==> src/nvme_queue_pair_tracker_unit_macros.svh <==
// ---------------------------------------------------------------------------
// Assertion macros for the queue pair tracker
// Shared concurrent assertion forms, clocked on clk and disabled in reset.
// ---------------------------------------------------------------------------
`ifndef NVME_QUEUE_PAIR_TRACKER_UNIT_MACROS_SVH
`define NVME_QUEUE_PAIR_TRACKER_UNIT_MACROS_SVH

// The consequent must hold in the same cycle as the antecedent.
`define NQPT_ASSERT_SAME(lbl, ante, cons, msg) \
  lbl: assert property (@(posedge clk) disable iff (!rst_n) (ante) |-> (cons)) \
    else $error(msg);

// The consequent must hold in the cycle after the antecedent.
`define NQPT_ASSERT_NEXT(lbl, ante, cons, msg) \
  lbl: assert property (@(posedge clk) disable iff (!rst_n) (ante) |=> (cons)) \
    else $error(msg);

`endif

==> src/nqpt_pkg.sv <==
// ---------------------------------------------------------------------------
// Queue pair tracker package
// Field widths, request and register codes, and the controller command set.
// ---------------------------------------------------------------------------
package nqpt_pkg;

  localparam int CID_W    = 6;
  localparam int STATUS_W = 15;
  localparam int IDX_W    = 8;
  localparam int SIZE_W   = 9;
  localparam int CNT_W    = 9;
  localparam int CFG_IDX_W = 1;

  // Request kinds carried in the cmd field.
  localparam logic CMD_SUBMIT = 1'b0;
  localparam logic CMD_COMPL  = 1'b1;

  // Configuration register indexes.
  localparam logic [CFG_IDX_W-1:0] REG_SQ_SIZE = 1'b0;
  localparam logic [CFG_IDX_W-1:0] REG_CQ_SIZE = 1'b1;

  // Commands from the controller to the datapath.
  typedef struct packed {
    logic load;   // capture the incoming request
    logic scan;   // register the per-group free slot summaries
    logic exec;   // update queue state and load the result register
  } dp_cmd_t;

endpackage

==> src/nqpt_ctrl.sv <==
// ---------------------------------------------------------------------------
// Queue pair tracker controller
// Sequences capture, slot search and update for one request at a time.
// ---------------------------------------------------------------------------
`include "nvme_queue_pair_tracker_unit_macros.svh"

module nqpt_ctrl
  import nqpt_pkg::*;
(
  input  logic    clk,
  input  logic    rst_n,
  input  logic    in_valid,
  output logic    in_ready,
  output logic    out_valid,
  input  logic    out_ready,
  output dp_cmd_t cmd_o
);

  typedef enum logic [1:0] {
    ST_IDLE,
    ST_SCAN,
    ST_EXEC
  } state_t;

  state_t state_r, state_nxt;
  logic   out_valid_r, out_valid_nxt;
  logic   in_fire;
  logic   exec_fire;

  // Handshake decode; no request is taken while reset is held.
  always_comb begin
    in_ready  = (state_r == ST_IDLE) && rst_n;
    in_fire   = in_ready && in_valid;
    exec_fire = (state_r == ST_EXEC) && (!out_valid_r || out_ready);
  end

  // Next state and result valid flag.
  always_comb begin
    state_nxt     = state_r;
    out_valid_nxt = out_valid_r;
    if (out_ready) out_valid_nxt = 1'b0;
    unique case (state_r)
      ST_IDLE: begin
        if (in_fire) state_nxt = ST_SCAN;
      end
      ST_SCAN: begin
        state_nxt = ST_EXEC;
      end
      ST_EXEC: begin
        if (exec_fire) begin
          state_nxt     = ST_IDLE;
          out_valid_nxt = 1'b1;
        end
      end
      default: state_nxt = ST_IDLE;
    endcase
  end

  // State and registered result valid.
  always_ff @(posedge clk) begin
    if (!rst_n) begin
      state_r     <= ST_IDLE;
      out_valid_r <= 1'b0;
    end else begin
      state_r     <= state_nxt;
      out_valid_r <= out_valid_nxt;
    end
  end

  assign out_valid  = out_valid_r;
  assign cmd_o.load = in_fire;
  assign cmd_o.scan = (state_r == ST_SCAN);
  assign cmd_o.exec = exec_fire;

  `NQPT_ASSERT_NEXT(a_accept_starts_scan, in_fire, state_r == ST_SCAN,
    "accepted request did not start a search")

  `NQPT_ASSERT_NEXT(a_scan_then_exec, state_r == ST_SCAN, state_r == ST_EXEC,
    "search not followed by update")

  `NQPT_ASSERT_NEXT(a_exec_gives_result, exec_fire, out_valid_r && state_r == ST_IDLE,
    "update did not present a result")

endmodule

==> config.mk <==
export PLATFORM = sky130hd
export DESIGN_NAME = nqpt_ctrl
export DESIGN_NICKNAME = d
export VERILOG_FILES = /design/src/nqpt_pkg.sv /design/src/nqpt_ctrl.sv
export VERILOG_INCLUDE_DIRS = /design/src /design/src/src
export SDC_FILE = /design/constraint.sdc
export NUM_CORES = 1
export LEC_CHECK = 0
export BUFFER_PORTS_ARGS = -buffer_cell sky130_fd_sc_hd__buf_2
export CORE_AREA = 5 5 42 44
export CTS_CLUSTER_DIAMETER = 80
export CTS_CLUSTER_SIZE = 16
export DETAILED_ROUTE_END_ITERATION = 8
export DIE_AREA = 0 0 47 49
export GPL_TIMING_DRIVEN = 0
export PLACE_DENSITY = 0.31
export SYNTH_ARGS = -nofsm -noshare
export SYNTH_HDL_FRONTEND = slang
export SYNTH_SLANG_ARGS = --single-unit
export TNS_END_PERCENT = 5
==> constraint.sdc <==
create_clock -name clk -period 1.96 [get_ports clk]
set_input_delay 0.49 -clock clk [delete_from_list [all_inputs] [get_ports clk]]
set_output_delay 0.49 -clock clk [all_outputs]
set_load 0.02 [all_outputs]
======== Yosys cells after proc, flatten, opt, wreduce, memory -nomap -nowiden ========
Cells that the tools add are included.
word-level totals
  bits of input ports ..................... 4
  bits in registers ....................... 3
  output and inout port bits .............. 5
  word-level logic and storage cells ...... 19
cells by class
  muxes and demuxes ....................... 6
  equal/unequal tests ..................... 4
  reduce and logical (&&, ||, !) cells .... 7
operators with widths
  cell                  count
  $pmux W2 S3           1
  $mux W2               2
  $ne A2 B2 Y1 const B  2
  $logic_and A1 B1 Y1   3
  $mux W1               3
  $eq A2 B1 Y1 const B  1
  $eq A2 B2 Y1 const B  1
  $logic_not A2 Y1      1
  $reduce_and A2 Y1     1
  $logic_not A1 Y1      1
  $logic_or A1 B1 Y1    1

======== Depth between registers and ports, before layout ========
  word-level depth ........................ 5
  gate-level depth with buffers ........... 3
  gate-level depth less buffers ........... 2

======== Worst setup path after synthesis ========
OpenSTA, ideal clock, no wires.
  path type ............................... input port to output port
  start point ............................. in rst_n
  end point ............................... out cmd_o[2] (netlist name)
  stages on the path ...................... 3
  required time ........................... 1.470 ns
  setup slack ............................. 0.310 ns
  buffers on the path ..................... 1
  arrival time ............................ 1.160 ns
  path through ............................ nor3b_2 -> and2_1 -> buf_4
on the way
  cells in the longest elaborated chain, start to end .. 2
RTL lines
  element              RTL line         RTL
  from (decl)          nqpt_ctrl.sv:11  input logic rst_n,
  $logic_and A1 B1 Y1  nqpt_ctrl.sv:32  in_ready = (state_r == ST_IDLE) && rst_n;
  $logic_and A1 B1 Y1  nqpt_ctrl.sv:33  in_fire = in_ready && in_valid;
  to (decl)            nqpt_ctrl.sv:16  output dp_cmd_t cmd_o
No other way between the ends.

======== Final worst setup path ========
Same ends and word-level chain as after synthesis.

==> impl_metrics.tcl <==
set metrics [dict create \
    fmax_mhz 603 \
    synth_common_cells "buf_4, dfxtp_1, and2_1, nand2b_1" \
    rsz0062_at_grt "no" \
    yosysSeqAreaShare 0.366 \
    rows 14 \
    rrSetupSlack_ns 1.11 \
    drive_gt1_frac 0.571 \
    fillers 179 \
    total_power_mw 0.206 \
    outcome "complete, no violations" \
    drt_iter0_drc 0 \
    postPlaceCellArea_um2 224 \
    timing.final.crit_share 0.847 \
    num_io_pins 9 \
    arrival_ns 1.17 \
    synth_ff_type "dfxtp_1" \
    yosysTopAreaCellShare 0.366 \
    drc_errors 0 \
    syn_avg_cell_area_um2 10.2 \
    reg2reg_depth 2 \
    start_util 0.117 \
    ant_nets 0 \
    fin_skew_ns 0.000379 \
    setup_slack_ns 0.300 \
    ys_ff_latch 3 \
    track_usage 0.0380 \
    cp-start-kind "input port" \
    final_net_count 33 \
    finalSetupViolCount 0 \
    via_per_inst 3.23 \
    die_x_um 47 \
    crit_type "input port to primary output" \
    async_flop_share 0 \
    clock_sinks 3 \
    ctsRootBufferMaster "clkbuf_4" \
    syn-num-nets 20 \
    slew_headroom 0.879 \
    die_h_um 49 \
    worstMarginPinSlew_ns 0.180 \
    final.setup.tns_ns 0 \
    grt_max_degree 5 \
    hold_depth 2 \
    whs_ns 0.472 \
    via_count 142 \
    syn2layout_area_growth_pct 52.7 \
    hold_viol_final 0 \
    cp_max_fo 3 \
    wire_per_inst_um 7.80 \
    hold_path.class "input port to flip-flop" \
    grt_first_pass_wirelength_um 545 \
    end_kind "primary output" \
    fin_util 0.179 \
    synth-edff-count 0 \
    final_max_slew_viol_count 0 \
    placed_cells 40 \
    critPathRequiredTime_ns 1.47 \
    timing.rr.start "state_r[1]$_SDFFE_PN0P_" \
    synth_top_area_cell "dfxtp_1" \
    antenna_found_initial 0 \
    pre_cts_ws_ns 0.289 \
    ctsResizeCount 0 \
    worstHoldEndpoint "state_r[0]$_SDFFE_PN0P_" \
    synth.area.top_cells "dfxtp_1, buf_4, and2_1, and4bb_1, nand2b_1" \
    dr.pass1.iters 1 \
    first_global_vias 154 \
    r2r_end "state_r[1]$_SDFFE_PN0P_" \
    fin_crit_ns 1.66 \
    powerDensity_nw_per_um2 822 \
    core_region_area_um2 1400 \
    clk_latency_ns 0.23 \
    htree_levels 1 \
    drv_cap 0 \
    fin_cells 44 \
    synthesis.area_um2 164 \
    holdBufCountCts 0 \
    cts_max_path_buffers 2 \
    synthCells 16 \
    ir_worst_vdd_uv 277 \
    routed_wl_um 343 \
    numCtsBuffers 3 \
    cts_tree "done" \
    final_area_um2 250 \
    ys_warn_count 0 \
    dieArea_um2 2300 \
    io_buffers 8 \
    yosysUniqueCellTypes 10 \
    power.leakage_nw 0.123 \
    grt-ovfl-total 0 \
    cts_setup_buffers 0 \
    clk_pin_slew_ns 0.04 \
    antenna_cells 0 \
    place_congestion 0.565 \
    min_from "in_valid" \
]
## cell usage in the layout, fill, tap and decap left out, drive strengths merged
cell,count
dfxtp,3
o21a,1
and2b,1
a21boi,1
buf,11
and2,2
nand2b,2
clkbuf,4
nor2b,1
and4bb,1
nor3b,1
## flip-flops by register name, indices dropped and copies added (netlist names)
register and flops:
state_r 2, out_valid 1
## how the worst max path moves through the flow
stage                                       start       end  cells past startpoint
after floorplan                             rst_n  cmd_o[2]                      3
final                                       rst_n  cmd_o[2]                      5
after global routing      state_r[1]$_SDFFE_PN0P_  cmd_o[2]                      4
after detailed placement                    rst_n  cmd_o[2]                      5
after global placement                      rst_n  cmd_o[2]                      5
after CTS                 state_r[1]$_SDFFE_PN0P_  cmd_o[2]                      4
## routing by layer
metal / global-route usage / part of all wire
met5: 0 / 0
met1: 0.0285 / 0.36
met2: 0.0452 / 0.51
met4: 0.0691 / 0
met3: 0.0221 / 0.13
## report_power, final
group	internal, mW	switching, mW	total (mW)
Clock	0.0763	0.0315	0.108
Combinational	0.0167	0.0145	0.0312
Sequential	0.0643	0.00247	0.0668
Total	0.157	0.0485	0.206
## worst max-delay path: stages
cell and delay (ns):
buf_2 0.11, nor3b_2 0.16, and2_1 0.15, buf_4 0.12, buf_2 0.15
## final cells by class
cell class,count,area (um2),area share
buffer,3,22.5,0.0900
clock buffer,4,26.3,0.105
multi-input combinational,10,81.3,0.325
sequential,3,60.1,0.240
tap,16,20.0,0.0800
timing repair buffer,8,40.0,0.160
## logic make-up (layout without fill, tap and decap cells)
group           count (synthesis)  count (layout)  synth area share
compound gates                  2               2            0.0916
flops                           3               3             0.366
simple gates                    8               8             0.405
buf+inv                         3              15             0.137
Note: power is estimated with default switching activity, not from simulation.
