===== src/nvme_queue_pair_tracker_unit_macros.svh =====
// ---------------------------------------------------------------------------
// Assertion macros for the queue pair tracker
// Shared concurrent assertion forms, clocked on clk and disabled in reset.
// ---------------------------------------------------------------------------
`ifndef NVME_QUEUE_PAIR_TRACKER_UNIT_MACROS_SVH
`define NVME_QUEUE_PAIR_TRACKER_UNIT_MACROS_SVH

// The consequent must hold in the same cycle as the antecedent.
`define NQPT_ASSERT_SAME(lbl, ante, cons, msg) \
  lbl: assert property (@(posedge clk) disable iff (!rst_n) (ante) |-> (cons)) \
    else $error(msg);

// The consequent must hold in the cycle after the antecedent.
`define NQPT_ASSERT_NEXT(lbl, ante, cons, msg) \
  lbl: assert property (@(posedge clk) disable iff (!rst_n) (ante) |=> (cons)) \
    else $error(msg);

`endif


===== src/nqpt_pkg.sv =====
// ---------------------------------------------------------------------------
// Queue pair tracker package
// Field widths, request and register codes, and the controller command set.
// ---------------------------------------------------------------------------
package nqpt_pkg;

  localparam int CID_W    = 6;
  localparam int STATUS_W = 15;
  localparam int IDX_W    = 8;
  localparam int SIZE_W   = 9;
  localparam int CNT_W    = 9;
  localparam int CFG_IDX_W = 1;

  // Request kinds carried in the cmd field.
  localparam logic CMD_SUBMIT = 1'b0;
  localparam logic CMD_COMPL  = 1'b1;

  // Configuration register indexes.
  localparam logic [CFG_IDX_W-1:0] REG_SQ_SIZE = 1'b0;
  localparam logic [CFG_IDX_W-1:0] REG_CQ_SIZE = 1'b1;

  // Commands from the controller to the datapath.
  typedef struct packed {
    logic load;   // capture the incoming request
    logic scan;   // register the per-group free slot summaries
    logic exec;   // update queue state and load the result register
  } dp_cmd_t;

endpackage


===== src/nqpt_datapath.sv =====
// ---------------------------------------------------------------------------
// Queue pair tracker datapath
// Slot map, queue indexes, phase tracking, free slot search and result register.
// ---------------------------------------------------------------------------
`include "nvme_queue_pair_tracker_unit_macros.svh"

module nqpt_datapath
  import nqpt_pkg::*;
#(
  parameter int SLOTS = 64
) (
  input  logic                 clk,
  input  logic                 rst_n,
  input  dp_cmd_t              cmd_i,
  input  logic                 cfg_we,
  input  logic [CFG_IDX_W-1:0] cfg_index,
  input  logic [SIZE_W-1:0]    cfg_wdata,
  input  logic                 req_cmd,
  input  logic [CID_W-1:0]     req_cid,
  input  logic                 req_phase,
  input  logic [STATUS_W-1:0]  req_status,
  output logic                 res_accepted,
  output logic [CID_W-1:0]     res_slot_cid,
  output logic                 res_queue_full,
  output logic                 res_cmd_ok,
  output logic                 res_stray,
  output logic                 res_sq_db,
  output logic [IDX_W-1:0]     res_sq_tail,
  output logic                 res_cq_db,
  output logic [IDX_W-1:0]     res_cq_head
);

  localparam int IW   = (SLOTS > 1) ? $clog2(SLOTS) : 1;
  localparam int GW   = 8;
  localparam int NG   = (SLOTS + GW - 1) / GW;
  localparam int GIW  = (NG > 1) ? $clog2(NG) : 1;
  localparam int PADN = NG * GW;
  localparam int EW   = 9;

  // Clamp a size register into the legal range of two to 256 entries.
  function automatic logic [SIZE_W-1:0] clamp_size(input logic [SIZE_W-1:0] s);
    logic [SIZE_W-1:0] r;
    r = s;
    if (s < SIZE_W'(2)) r = SIZE_W'(2);
    else if (s > SIZE_W'(256)) r = SIZE_W'(256);
    return r;
  endfunction

  // Step a ring index, wrapping to zero at the clamped size.
  function automatic logic [IDX_W-1:0] advance(input logic [IDX_W-1:0] idx,
                                               input logic [SIZE_W-1:0] size);
    logic [SIZE_W-1:0] n;
    n = {1'b0, idx} + SIZE_W'(1);
    if (n >= clamp_size(size)) n = '0;
    return n[IDX_W-1:0];
  endfunction

  // Captured request.
  logic                cmd_r;
  logic [CID_W-1:0]    cid_r;
  logic                phase_r;
  logic [STATUS_W-1:0] status_r;

  // Queue state.
  logic [SLOTS-1:0]    busy_r, busy_nxt;
  logic [IDX_W-1:0]    sq_tail_r, sq_tail_nxt;
  logic [IDX_W-1:0]    cq_head_r, cq_head_nxt;
  logic                exp_phase_r, exp_phase_nxt;
  logic [CNT_W-1:0]    cnt_r, cnt_nxt;
  logic [SIZE_W-1:0]   sq_size_r, cq_size_r;

  // Search summaries per group of eight slots.
  logic [PADN-1:0]     padded;
  logic [NG-1:0]       grp_free, grp_free_r;
  logic [2:0]          grp_low [NG];
  logic [2:0]          grp_low_r [NG];

  // Result register.
  logic                accepted_r, accepted_nxt;
  logic [CID_W-1:0]    slot_r, slot_nxt;
  logic                full_r, full_nxt;
  logic                ok_r, ok_nxt;
  logic                stray_r, stray_nxt;
  logic                sq_db_r, sq_db_nxt;
  logic                cq_db_r, cq_db_nxt;

  // Working values for the update.
  logic [GIW-1:0]      sel_grp;
  logic                found;
  logic [EW-1:0]       free_idx;
  logic [EW-1:0]       cid_ext;
  logic                cid_busy;

  // Pad the slot map to whole groups; pad bits read as busy.
  for (genvar b = 0; b < PADN; b++) begin : g_pad
    if (b < SLOTS) begin : g_real
      assign padded[b] = busy_r[b];
    end else begin : g_fill
      assign padded[b] = 1'b1;
    end
  end

  // Lowest free slot inside each group.
  always_comb begin
    for (int g = 0; g < NG; g++) begin
      grp_free[g] = ~&padded[g*GW +: GW];
      grp_low[g]  = '0;
      for (int k = GW - 1; k >= 0; k--) begin
        if (!padded[g*GW + k]) grp_low[g] = 3'(k);
      end
    end
  end

  // Request capture and search summary registers.
  always_ff @(posedge clk) begin
    if (cmd_i.load) begin
      cmd_r    <= req_cmd;
      cid_r    <= req_cid;
      phase_r  <= req_phase;
      status_r <= req_status;
    end
    if (cmd_i.scan) begin
      grp_free_r <= grp_free;
      grp_low_r  <= grp_low;
    end
  end

  // Pick the lowest group that still has a free slot.
  always_comb begin
    sel_grp = '0;
    found   = 1'b0;
    for (int g = NG - 1; g >= 0; g--) begin
      if (grp_free_r[g]) begin
        sel_grp = GIW'(g);
        found   = 1'b1;
      end
    end
    free_idx = (EW'(sel_grp) << 3) | EW'(grp_low_r[sel_grp]);
  end

  // Completion slot lookup; ids at or past SLOTS are never busy.
  always_comb begin
    cid_ext  = EW'(cid_r);
    cid_busy = (cid_ext < EW'(SLOTS)) && busy_r[cid_ext[IW-1:0]];
  end

  // Next queue state and result for the captured request.
  always_comb begin
    busy_nxt      = busy_r;
    sq_tail_nxt   = sq_tail_r;
    cq_head_nxt   = cq_head_r;
    exp_phase_nxt = exp_phase_r;
    cnt_nxt       = cnt_r;
    accepted_nxt  = 1'b0;
    slot_nxt      = '0;
    full_nxt      = 1'b0;
    ok_nxt        = 1'b0;
    stray_nxt     = 1'b0;
    sq_db_nxt     = 1'b0;
    cq_db_nxt     = 1'b0;
    if (cmd_r == CMD_SUBMIT) begin
      if (found) begin
        busy_nxt[free_idx[IW-1:0]] = 1'b1;
        slot_nxt     = free_idx[CID_W-1:0];
        accepted_nxt = 1'b1;
        sq_tail_nxt  = advance(sq_tail_r, sq_size_r);
        sq_db_nxt    = 1'b1;
      end else begin
        full_nxt = 1'b1;
      end
    end else if (phase_r == exp_phase_r) begin
      if (cid_busy) begin
        busy_nxt[cid_ext[IW-1:0]] = 1'b0;
      end else begin
        stray_nxt = 1'b1;
      end
      accepted_nxt = 1'b1;
      slot_nxt     = cid_r;
      ok_nxt       = (status_r == '0);
      cq_head_nxt  = advance(cq_head_r, cq_size_r);
      if (cq_head_nxt == '0) exp_phase_nxt = ~exp_phase_r;
      if (cnt_r != '1) cnt_nxt = cnt_r + CNT_W'(1);
    end else begin
      cq_db_nxt = (cnt_r != '0);
      cnt_nxt   = '0;
    end
  end

  // Queue state and configuration registers.
  always_ff @(posedge clk) begin
    if (!rst_n) begin
      busy_r      <= '0;
      sq_tail_r   <= '0;
      cq_head_r   <= '0;
      exp_phase_r <= 1'b1;
      cnt_r       <= '0;
      sq_size_r   <= SIZE_W'(64);
      cq_size_r   <= SIZE_W'(256);
    end else begin
      if (cmd_i.exec) begin
        busy_r      <= busy_nxt;
        sq_tail_r   <= sq_tail_nxt;
        cq_head_r   <= cq_head_nxt;
        exp_phase_r <= exp_phase_nxt;
        cnt_r       <= cnt_nxt;
      end
      if (cfg_we) begin
        unique case (cfg_index)
          REG_SQ_SIZE: sq_size_r <= cfg_wdata;
          REG_CQ_SIZE: cq_size_r <= cfg_wdata;
          default:     ;
        endcase
      end
    end
  end

  // Result register, loaded once per request.
  always_ff @(posedge clk) begin
    if (cmd_i.exec) begin
      accepted_r <= accepted_nxt;
      slot_r     <= slot_nxt;
      full_r     <= full_nxt;
      ok_r       <= ok_nxt;
      stray_r    <= stray_nxt;
      sq_db_r    <= sq_db_nxt;
      cq_db_r    <= cq_db_nxt;
    end
  end

  assign res_accepted   = accepted_r;
  assign res_slot_cid   = slot_r;
  assign res_queue_full = full_r;
  assign res_cmd_ok     = ok_r;
  assign res_stray      = stray_r;
  assign res_sq_db      = sq_db_r;
  assign res_sq_tail    = sq_tail_r;
  assign res_cq_db      = cq_db_r;
  assign res_cq_head    = cq_head_r;

  // A granted submit marks exactly one more slot busy.
  `NQPT_ASSERT_NEXT(a_submit_takes_one, cmd_i.exec && cmd_r == CMD_SUBMIT && found,
    $countones(busy_r) == $countones($past(busy_r)) + 1, "submit did not take one slot")

  // A phase mismatch always closes the batch.
  `NQPT_ASSERT_NEXT(a_batch_cleared,
    cmd_i.exec && cmd_r == CMD_COMPL && phase_r != exp_phase_r,
    cnt_r == '0, "batch count not cleared on phase mismatch")

endmodule


===== config.mk =====
export PLATFORM = sky130hd
export DESIGN_NAME = nqpt_datapath
export DESIGN_NICKNAME = d
export VERILOG_FILES = /design/src/nqpt_pkg.sv /design/src/nqpt_datapath.sv
export VERILOG_INCLUDE_DIRS = /design/src /design/src/src
export SDC_FILE = /design/constraint.sdc
export NUM_CORES = 1
export LEC_CHECK = 0
export ABC_AREA = 0
export ABC_CLOCK_PERIOD_IN_PS = 6700
export BUFFER_PORTS_ARGS = -buffer_cell sky130_fd_sc_hd__buf_2
export CAP_MARGIN = 20
export CORE_AREA = 2 2 117 148
export CTS_BUF_LIST = sky130_fd_sc_hd__clkbuf_4
export DETAILED_ROUTE_END_ITERATION = 16
export DIE_AREA = 0 0 119 150
export GPL_TIMING_DRIVEN = 0
export PLACE_DENSITY_LB_ADDON = 0.12
export RECOVER_POWER = 50
export SLEW_MARGIN = 40
export SYNTH_ARGS = -nofsm -noshare
export SYNTH_HDL_FRONTEND = slang
export SYNTH_SLANG_ARGS = --single-unit

===== constraint.sdc =====
create_clock -name clk -period 6.7 [get_ports clk]
set_clock_uncertainty 0.05 [all_clocks]
set_input_delay 0.67 -clock clk [delete_from_list [all_inputs] [get_ports clk]]
set_output_delay 0.67 -clock clk [all_outputs]
set_load 0.05 [all_outputs]

== Word level (Yosys, flattened, before mapping) ==
Cells that the tools add are included.

* Add/subtract/negate cells: 3
* Multipliers: 0
* Divide/modulo/power cells: 0
* Order comparisons: 11
* Equal/unequal tests: 5
* Shift operators: 0
* Multiplexer cells: 107
* Bitwise gates (word level): 8
* Reductions and logical operators: 47

{| class="wikitable"
|+ Operator list
! cell !! number
|-
| $mux W64 || 4
|-
| $mux W3 || 42
|-
| $mux W9 || 10
|-
| $and A64 B64 Y64 || 1
|-
| $not A64 Y64 || 1
|-
| $or A64 B64 Y64 || 1
|-
| $reduce_and A8 Y1 || 8
|-
| $reduce_and A4 Y1 || 10
|-
| $mux W2 || 16
|-
| $mux W8 || 4
|-
| $mux W1 || 24
|-
| $reduce_and A2 Y1 || 11
|-
| $add A8 B1 Y9 const B || 2
|-
| $ge A9 B9 Y1 || 2
|-
| $gt A9 B9 Y1 const B || 2
|-
| $lt A9 B2 Y1 const B || 2
|-
| $mux W6 || 3
|-
| $logic_not A15 Y1 || 1
|-
| $lt A6 B7 Y1 const B || 2
|-
| $demux W1 S6 || 2
|-
| $ge A6 B1 Y1 const B || 2
|-
| $add A9 B1 Y9 const B || 1
|-
| $bmux W3 S3 || 1
|-
| $ne A9 B9 Y1 const B || 1
|-
| other kinds (14) || 28
|}

* Register bits: 175
* Bits in latches: 0
* Memory bits (writable): 0
* ROM bits: 0
* Output and inout bits: 28
* Word-level logic and storage cells: 224
* Memories kept: 0

== Longest topological paths before layout ==
* Word-level depth: 20
* Mapped depth: 12
* Gate-level depth less buffers: 12

== Least setup slack after synthesis ==
OpenSTA, ideal clock, no wires.

* Path type: reg2reg
* Start: register cq_head_r[0] (netlist: res_cq_head[0])
* End: register exp_phase_r
* Library setup time: 0.121 ns
* Arrival time: 3.130 ns
* Required time: 6.529 ns
* Slack: 3.399 ns
* Cell stages (with the launch flop): 12
* Clock period less this slack: 3.301 ns
* Cells stage by stage: dfxtp_1 -> ha_1 -> nand3_1 -> xnor2_1 -> ha_1 -> a21o_1 -> a21oi_1 -> o21ai_0 -> a2111oi_0 -> nor3_1 -> o21ai_0 -> mux2_2

* Word-level cells in the longest chain between the ends: 7

{| class="wikitable"
|+ Ends and longest elaborated chain
! what !! line !! RTL
|-
| from (decl) || nqpt_datapath.sv:67 || <nowiki>logic [IDX_W-1:0] cq_head_r, cq_head_nxt;</nowiki>
|-
| from (signal assigned) || nqpt_datapath.sv:203 || <nowiki>cq_head_r <= cq_head_nxt;</nowiki>
|-
| $add A8 B1 Y9 (*) || nqpt_datapath.sv:53 || <nowiki>n = {1'b0, idx} + SIZE_W'(1);</nowiki>
|-
| $ge A9 B9 Y1 || nqpt_datapath.sv:54 || <nowiki>if (n >= clamp_size(size)) n = '0;</nowiki>
|-
| $mux W8 (*) || nqpt_datapath.sv:54 ||
|-
| $mux W8 (*) || nqpt_datapath.sv:171 || <nowiki>end else if (phase_r == exp_phase_r) begin</nowiki>
|-
| $mux W8 (*) || nqpt_datapath.sv:161 || <nowiki>if (cmd_r == CMD_SUBMIT) begin</nowiki>
|-
| $logic_not A8 Y1 (*) || nqpt_datapath.sv:181 || <nowiki>if (cq_head_nxt == '0) exp_phase_nxt = ~exp_phase_r;</nowiki>
|-
| $reduce_and A4 Y1 (no source line) (*) || n/a ||
|-
| to (signal assigned) || nqpt_datapath.sv:204 || <nowiki>exp_phase_r <= exp_phase_nxt;</nowiki>
|-
| to (decl) || nqpt_datapath.sv:68 || <nowiki>logic exp_phase_r, exp_phase_nxt;</nowiki>
|}

Every way passes the cells marked *; elsewhere a longest branch is shown, timed or not. The select of a mux whose other input is x is not followed.
A chain may end at the register's enable or synchronous reset.

== Worst setup path in the final report ==
* Start: register cid_r[3]
* End: register busy_r[36]

* Word-level cells in the longest chain between the ends: 9
* Elaborated cells on any way between the ends: 14

{| class="wikitable"
|+ Ends and longest elaborated chain
! what !! line !! RTL
|-
| from (decl) || nqpt_datapath.sv:60 || <nowiki>logic [CID_W-1:0] cid_r;</nowiki>
|-
| from (signal assigned) || nqpt_datapath.sv:118 || <nowiki>cid_r <= req_cid;</nowiki>
|-
| $lt A6 B7 Y1 (implied by the code) / $ge A6 B1 Y1 (equally long branches) || nqpt_datapath.sv:173 || <nowiki>busy_nxt[cid_ext[IW-1:0]] = 1'b0;</nowiki>
|-
| $logic_and A1 B1 Y1 (implied by the code) || nqpt_datapath.sv:173 ||
|-
| $mux W1 (implied by the code) || nqpt_datapath.sv:173 ||
|-
| $demux W1 S6 || nqpt_datapath.sv:173 ||
|-
| $not A64 Y64 (no source line) || n/a ||
|-
| $and A64 B64 Y64 (no source line) || n/a ||
|-
| $mux W64 || nqpt_datapath.sv:172 || <nowiki>if (cid_busy) begin</nowiki>
|-
| $mux W64 || nqpt_datapath.sv:171 ||
|-
| $mux W64 || nqpt_datapath.sv:161 ||
|-
| to (signal assigned) || nqpt_datapath.sv:201 || <nowiki>busy_r <= busy_nxt;</nowiki>
|-
| to (decl) || nqpt_datapath.sv:65 || <nowiki>logic [SLOTS-1:0] busy_r, busy_nxt;</nowiki>
|}

Parallel ways exist; a longest one is shown, timed or not. The select of a mux whose other input is x is not followed.

==> metrics.md <==
| Metric | Value |
|---|---|
| Status | `finished with violations` |
| Failing checks | `capacitance limit, slew limit` |
| WP data required | `7.13 ns` |
| Number of global-route vias before repair | `7,104` |
| CP Capture Type | `flip-flop` |
| CP Max Fanout | `10` |
| Leak | `3.58 nW` |
| Final Net Count | `1,062` |
| Post-synthesis async set-or-reset flop share | `0%` |
| Routed Antenna Nets | `0` |
| Setup TNS | `0 ns` |
| Initial antenna violation count | `1` |
| Tmin final | `3.75 ns` |
| Row Count | `53` |
| Max_slew headroom | `-23.8%` |
| Total CTS buffers | `17` |
| Syn Nets | `978` |
| Final Util | `59.1%` |
| Most common cell after layout, fill and taps aside | `nand2_1` |
| Max-cap violations | `1` |
| Post-Syn Instances | `916` |
| Psw | `0.538 mW` |
| Setup CP Type | `flip-flop to flip-flop` |
| Routability cong. | `0.967` |
| Net Sw Frac | `27.2%` |
| Worst path bufs/invs | `2` |
| H-tree levels | `4` |
| Core footprint | `0.0165 mm^2` |
| DR WL/cell | `20.2 um` |
| CP Cell Sequence | `clkbuf_1, or3_1, clkbuf_1, o22ai_1, o21ba_2, nand4_2, nor3_4, nand2_1, o221a_2` |
| Flop2flop setup slack | `2.95 ns` |
| Max clock buf depth | `2` |
| Most Frequent Cell on Critical Path | `clkbuf_1` |
| EDFF count, synth | `67` |
| Post-CTS setup buffer count | `0` |
| Seq pwr share | `58.2%` |
| Fin worst setup slack | `2.95 ns` |
| Die X | `119 um` |
| Critical path startpoint category | `flip-flop` |
| Yosys reg bits | `175` |
| Cell Pwr Density | `203 mW/mm^2` |
| Hold Path Stages | `1` |
| Slowest stage cell, crit path | `nor3_4` |
| Crit path DAT | `4.18 ns` |
| Hold EP | `cid_r[3]` |
| Worst reg2reg endpoint | `busy_r[36]` |
| Library cells used by synthesis | `74` |
| Clock transition at the registers of the reported paths | `0.15 ns` |
| CP startpoint | `cid_r[3]` |
| Post-place setup slack | `3.09 ns` |
| Fin crit share | `55.9%` |
| Fin Hold WS | `0.197 ns` |
| Post-Syn Area | `0.00888 mm^2` |
| Clock power frac | `29.8%` |
| Final wirelength | `25.0 mm` |
| Port-buffer cells | `65` |
| CP delay by family, top | `simple AND/OR/NAND/NOR gates` |
| Synthesized area per cell | `9.69 um^2` |
| All-Layer GR Usage | `28.9%` |
| TritonCTS clock tree | `yes` |
| # resized after CTS | `0` |
| Detailed-route via count | `7,577` |
| First-pass GRT wire length | `39.1 mm` |
| Starting Density | `53.8%` |
| Detailed Route Iter0 Violations | `720` |
| Final Max Slew Viols | `33` |
| Hold Buf Count CTS | `0` |
| Chip height | `150 um` |
| Int Power | `1.44 mW` |
| Drt pass-1 iters | `9` |
| Worst reg-to-reg path cell count | `9` |
| Sequential element share of the synthesized area | `47.0%` |
| Finish-stage setup viols | `0` |
| Hold path startpoint | `req_cid[3]` |
| Syn-to-layout area delta | `9.85%` |
| Clk Latency, worst-skew pair | `0.58 ns` |
| Fmax | `0.267 GHz` |
| CP max stage delay | `0.54 ns` |
| Worst-margin pin slew | `1.86 ns` |
| Worst IR Drop VDD | `0.198 mV` |
| Grt total ovfl | `0` |
| HP Class | `input port to flip-flop` |
| Gate power share | `12.0%` |
| CTS sink count | `175` |
| Layout cells sized above 1 | `17.4%` |
| Root Buffer | `clkbuf_4` |
| HPWL after DPL | `18.4 mm` |
| Largest net degree at the start of global routing | `33` |
| Post-route DRC | `0` |
| Yosys warns | `0` |
| Die Area | `0.0179 mm^2` |
| Worst r2r src | `cid_r[3]` |
| Ports | `67` |
| DR vias/cell | `6.14` |
| Top_reg_cell synth | `dfxtp_1` |
| Hold Fails Final Rpt | `0` |
| RSZ-0062 raised after global routing | `no` |
| Most frequent cells in the layout | `152 x nand2_1, 111 x nor2_1, 108 x dfxtp_1` |
## per-stage QoR
stage / instances / total power, mW / area [um^2]
finish: 1234 / 1.98 / 9750
global route: 1234 / 2.06 / 9750
CTS: 1233 / 1.99 / 9760
detailed placement: 1201 / 1.41 / 9480
global placement: 1201 / 1.41 / 9480
floorplan: 916 / 1.33 / 8880
## cell type report
| class | count | area [um^2] |
|---|---|---|
| Clock buffer | 21 | 158 |
| Multi-Input combinational cell | 682 | 4430 |
| Fill cell | 1523 | 6760 |
| Buffer | 40 | 199 |
| Sequential cell | 175 | 4170 |
| Tap cell | 220 | 275 |
| Inverter | 19 | 71.3 |
| Antenna cell | 1 | 2.50 |
| Clock inverter | 11 | 121 |
| Timing Repair Buffer | 65 | 320 |
## synth_stat cells (all sizes together), types with 16 or more instances
cell type | instances | share of area [%]
a211oi | 16 | 1.4
nand2 | 154 | 6.6
inv | 17 | 0.72
buf | 18 | 1.4
edfxtp | 67 | 23
nand3 | 23 | 1.4
clkbuf | 22 | 0.93
nor2 | 111 | 4.7
o21ai | 31 | 1.7
dfxtp | 108 | 24
o221a | 43 | 5.5
nor3 | 24 | 1.6
ha | 23 | 3.2
a21oi | 45 | 2.6
## power groups by stage
stage	combinational, mW	clock, mW	sequential (mW)
floorplan	0.132	0	1.19
global placement	0.233	0	1.18
detailed placement	0.234	0	1.18
CTS	0.235	0.604	1.15
global route	0.256	0.642	1.16
finish	0.238	0.590	1.15
## flip-flops by register name, summed over array words and instances, names as in the netlist, 6 cells and up
signal        cells
res_sq_tail       8
cid_r             6
grp_free_r        8
res_cq_head       8
sq_size_r         9
busy_r           64
grp_low_r        24
cq_size_r         9
res_slot_cid      6
status_r         15
cnt_r             9
## cells by family (layout without fill, tap and decap cells)
family,count (synthesis),count (layout),share of synthesized area (%)
buffers and inverters,59,156,3.09
adder cells (fa/ha/maj),23,23,3.24
AND/OR/NAND/NOR,388,388,20.3
XOR/XNOR,14,14,1.38
AO/OA/AOI/OAI,234,234,20.9
flip-flops,175,175,47.0
other,0,1,0
multiplexers,23,23,4.09
## worst max-delay path by stage
stage                  endpoint  slack (ns)  depth (start not counted)
floorplan           exp_phase_r        3.40                         11
global placement     busy_r[36]        3.04                          9
detailed placement   busy_r[36]        3.09                          9
CTS                  busy_r[36]        3.08                          9
global route         busy_r[44]        2.90                          9
finish               busy_r[36]        2.95                          9
## worst register-to-register path, delay by kind of cell, from the launching register on
kind,cells,cell delay (ns)
flops,1,0.35
compound gates,3,0.91
buf+inv,2,0.88
simple gates,4,1.46
## layer usage
layer / global-route usage [%] / vias up / routed length [um]
met5: 0 / - / 0
met4: 16.5 / 0 / 1310
met3: 4.76 / 79 / 1710
met2: 48.3 / 332 / 12100
met1: 35.4 / 3577 / 9870
li1: - / 3589 / -
No activity file was read; power rests on OpenSTA's default activity.
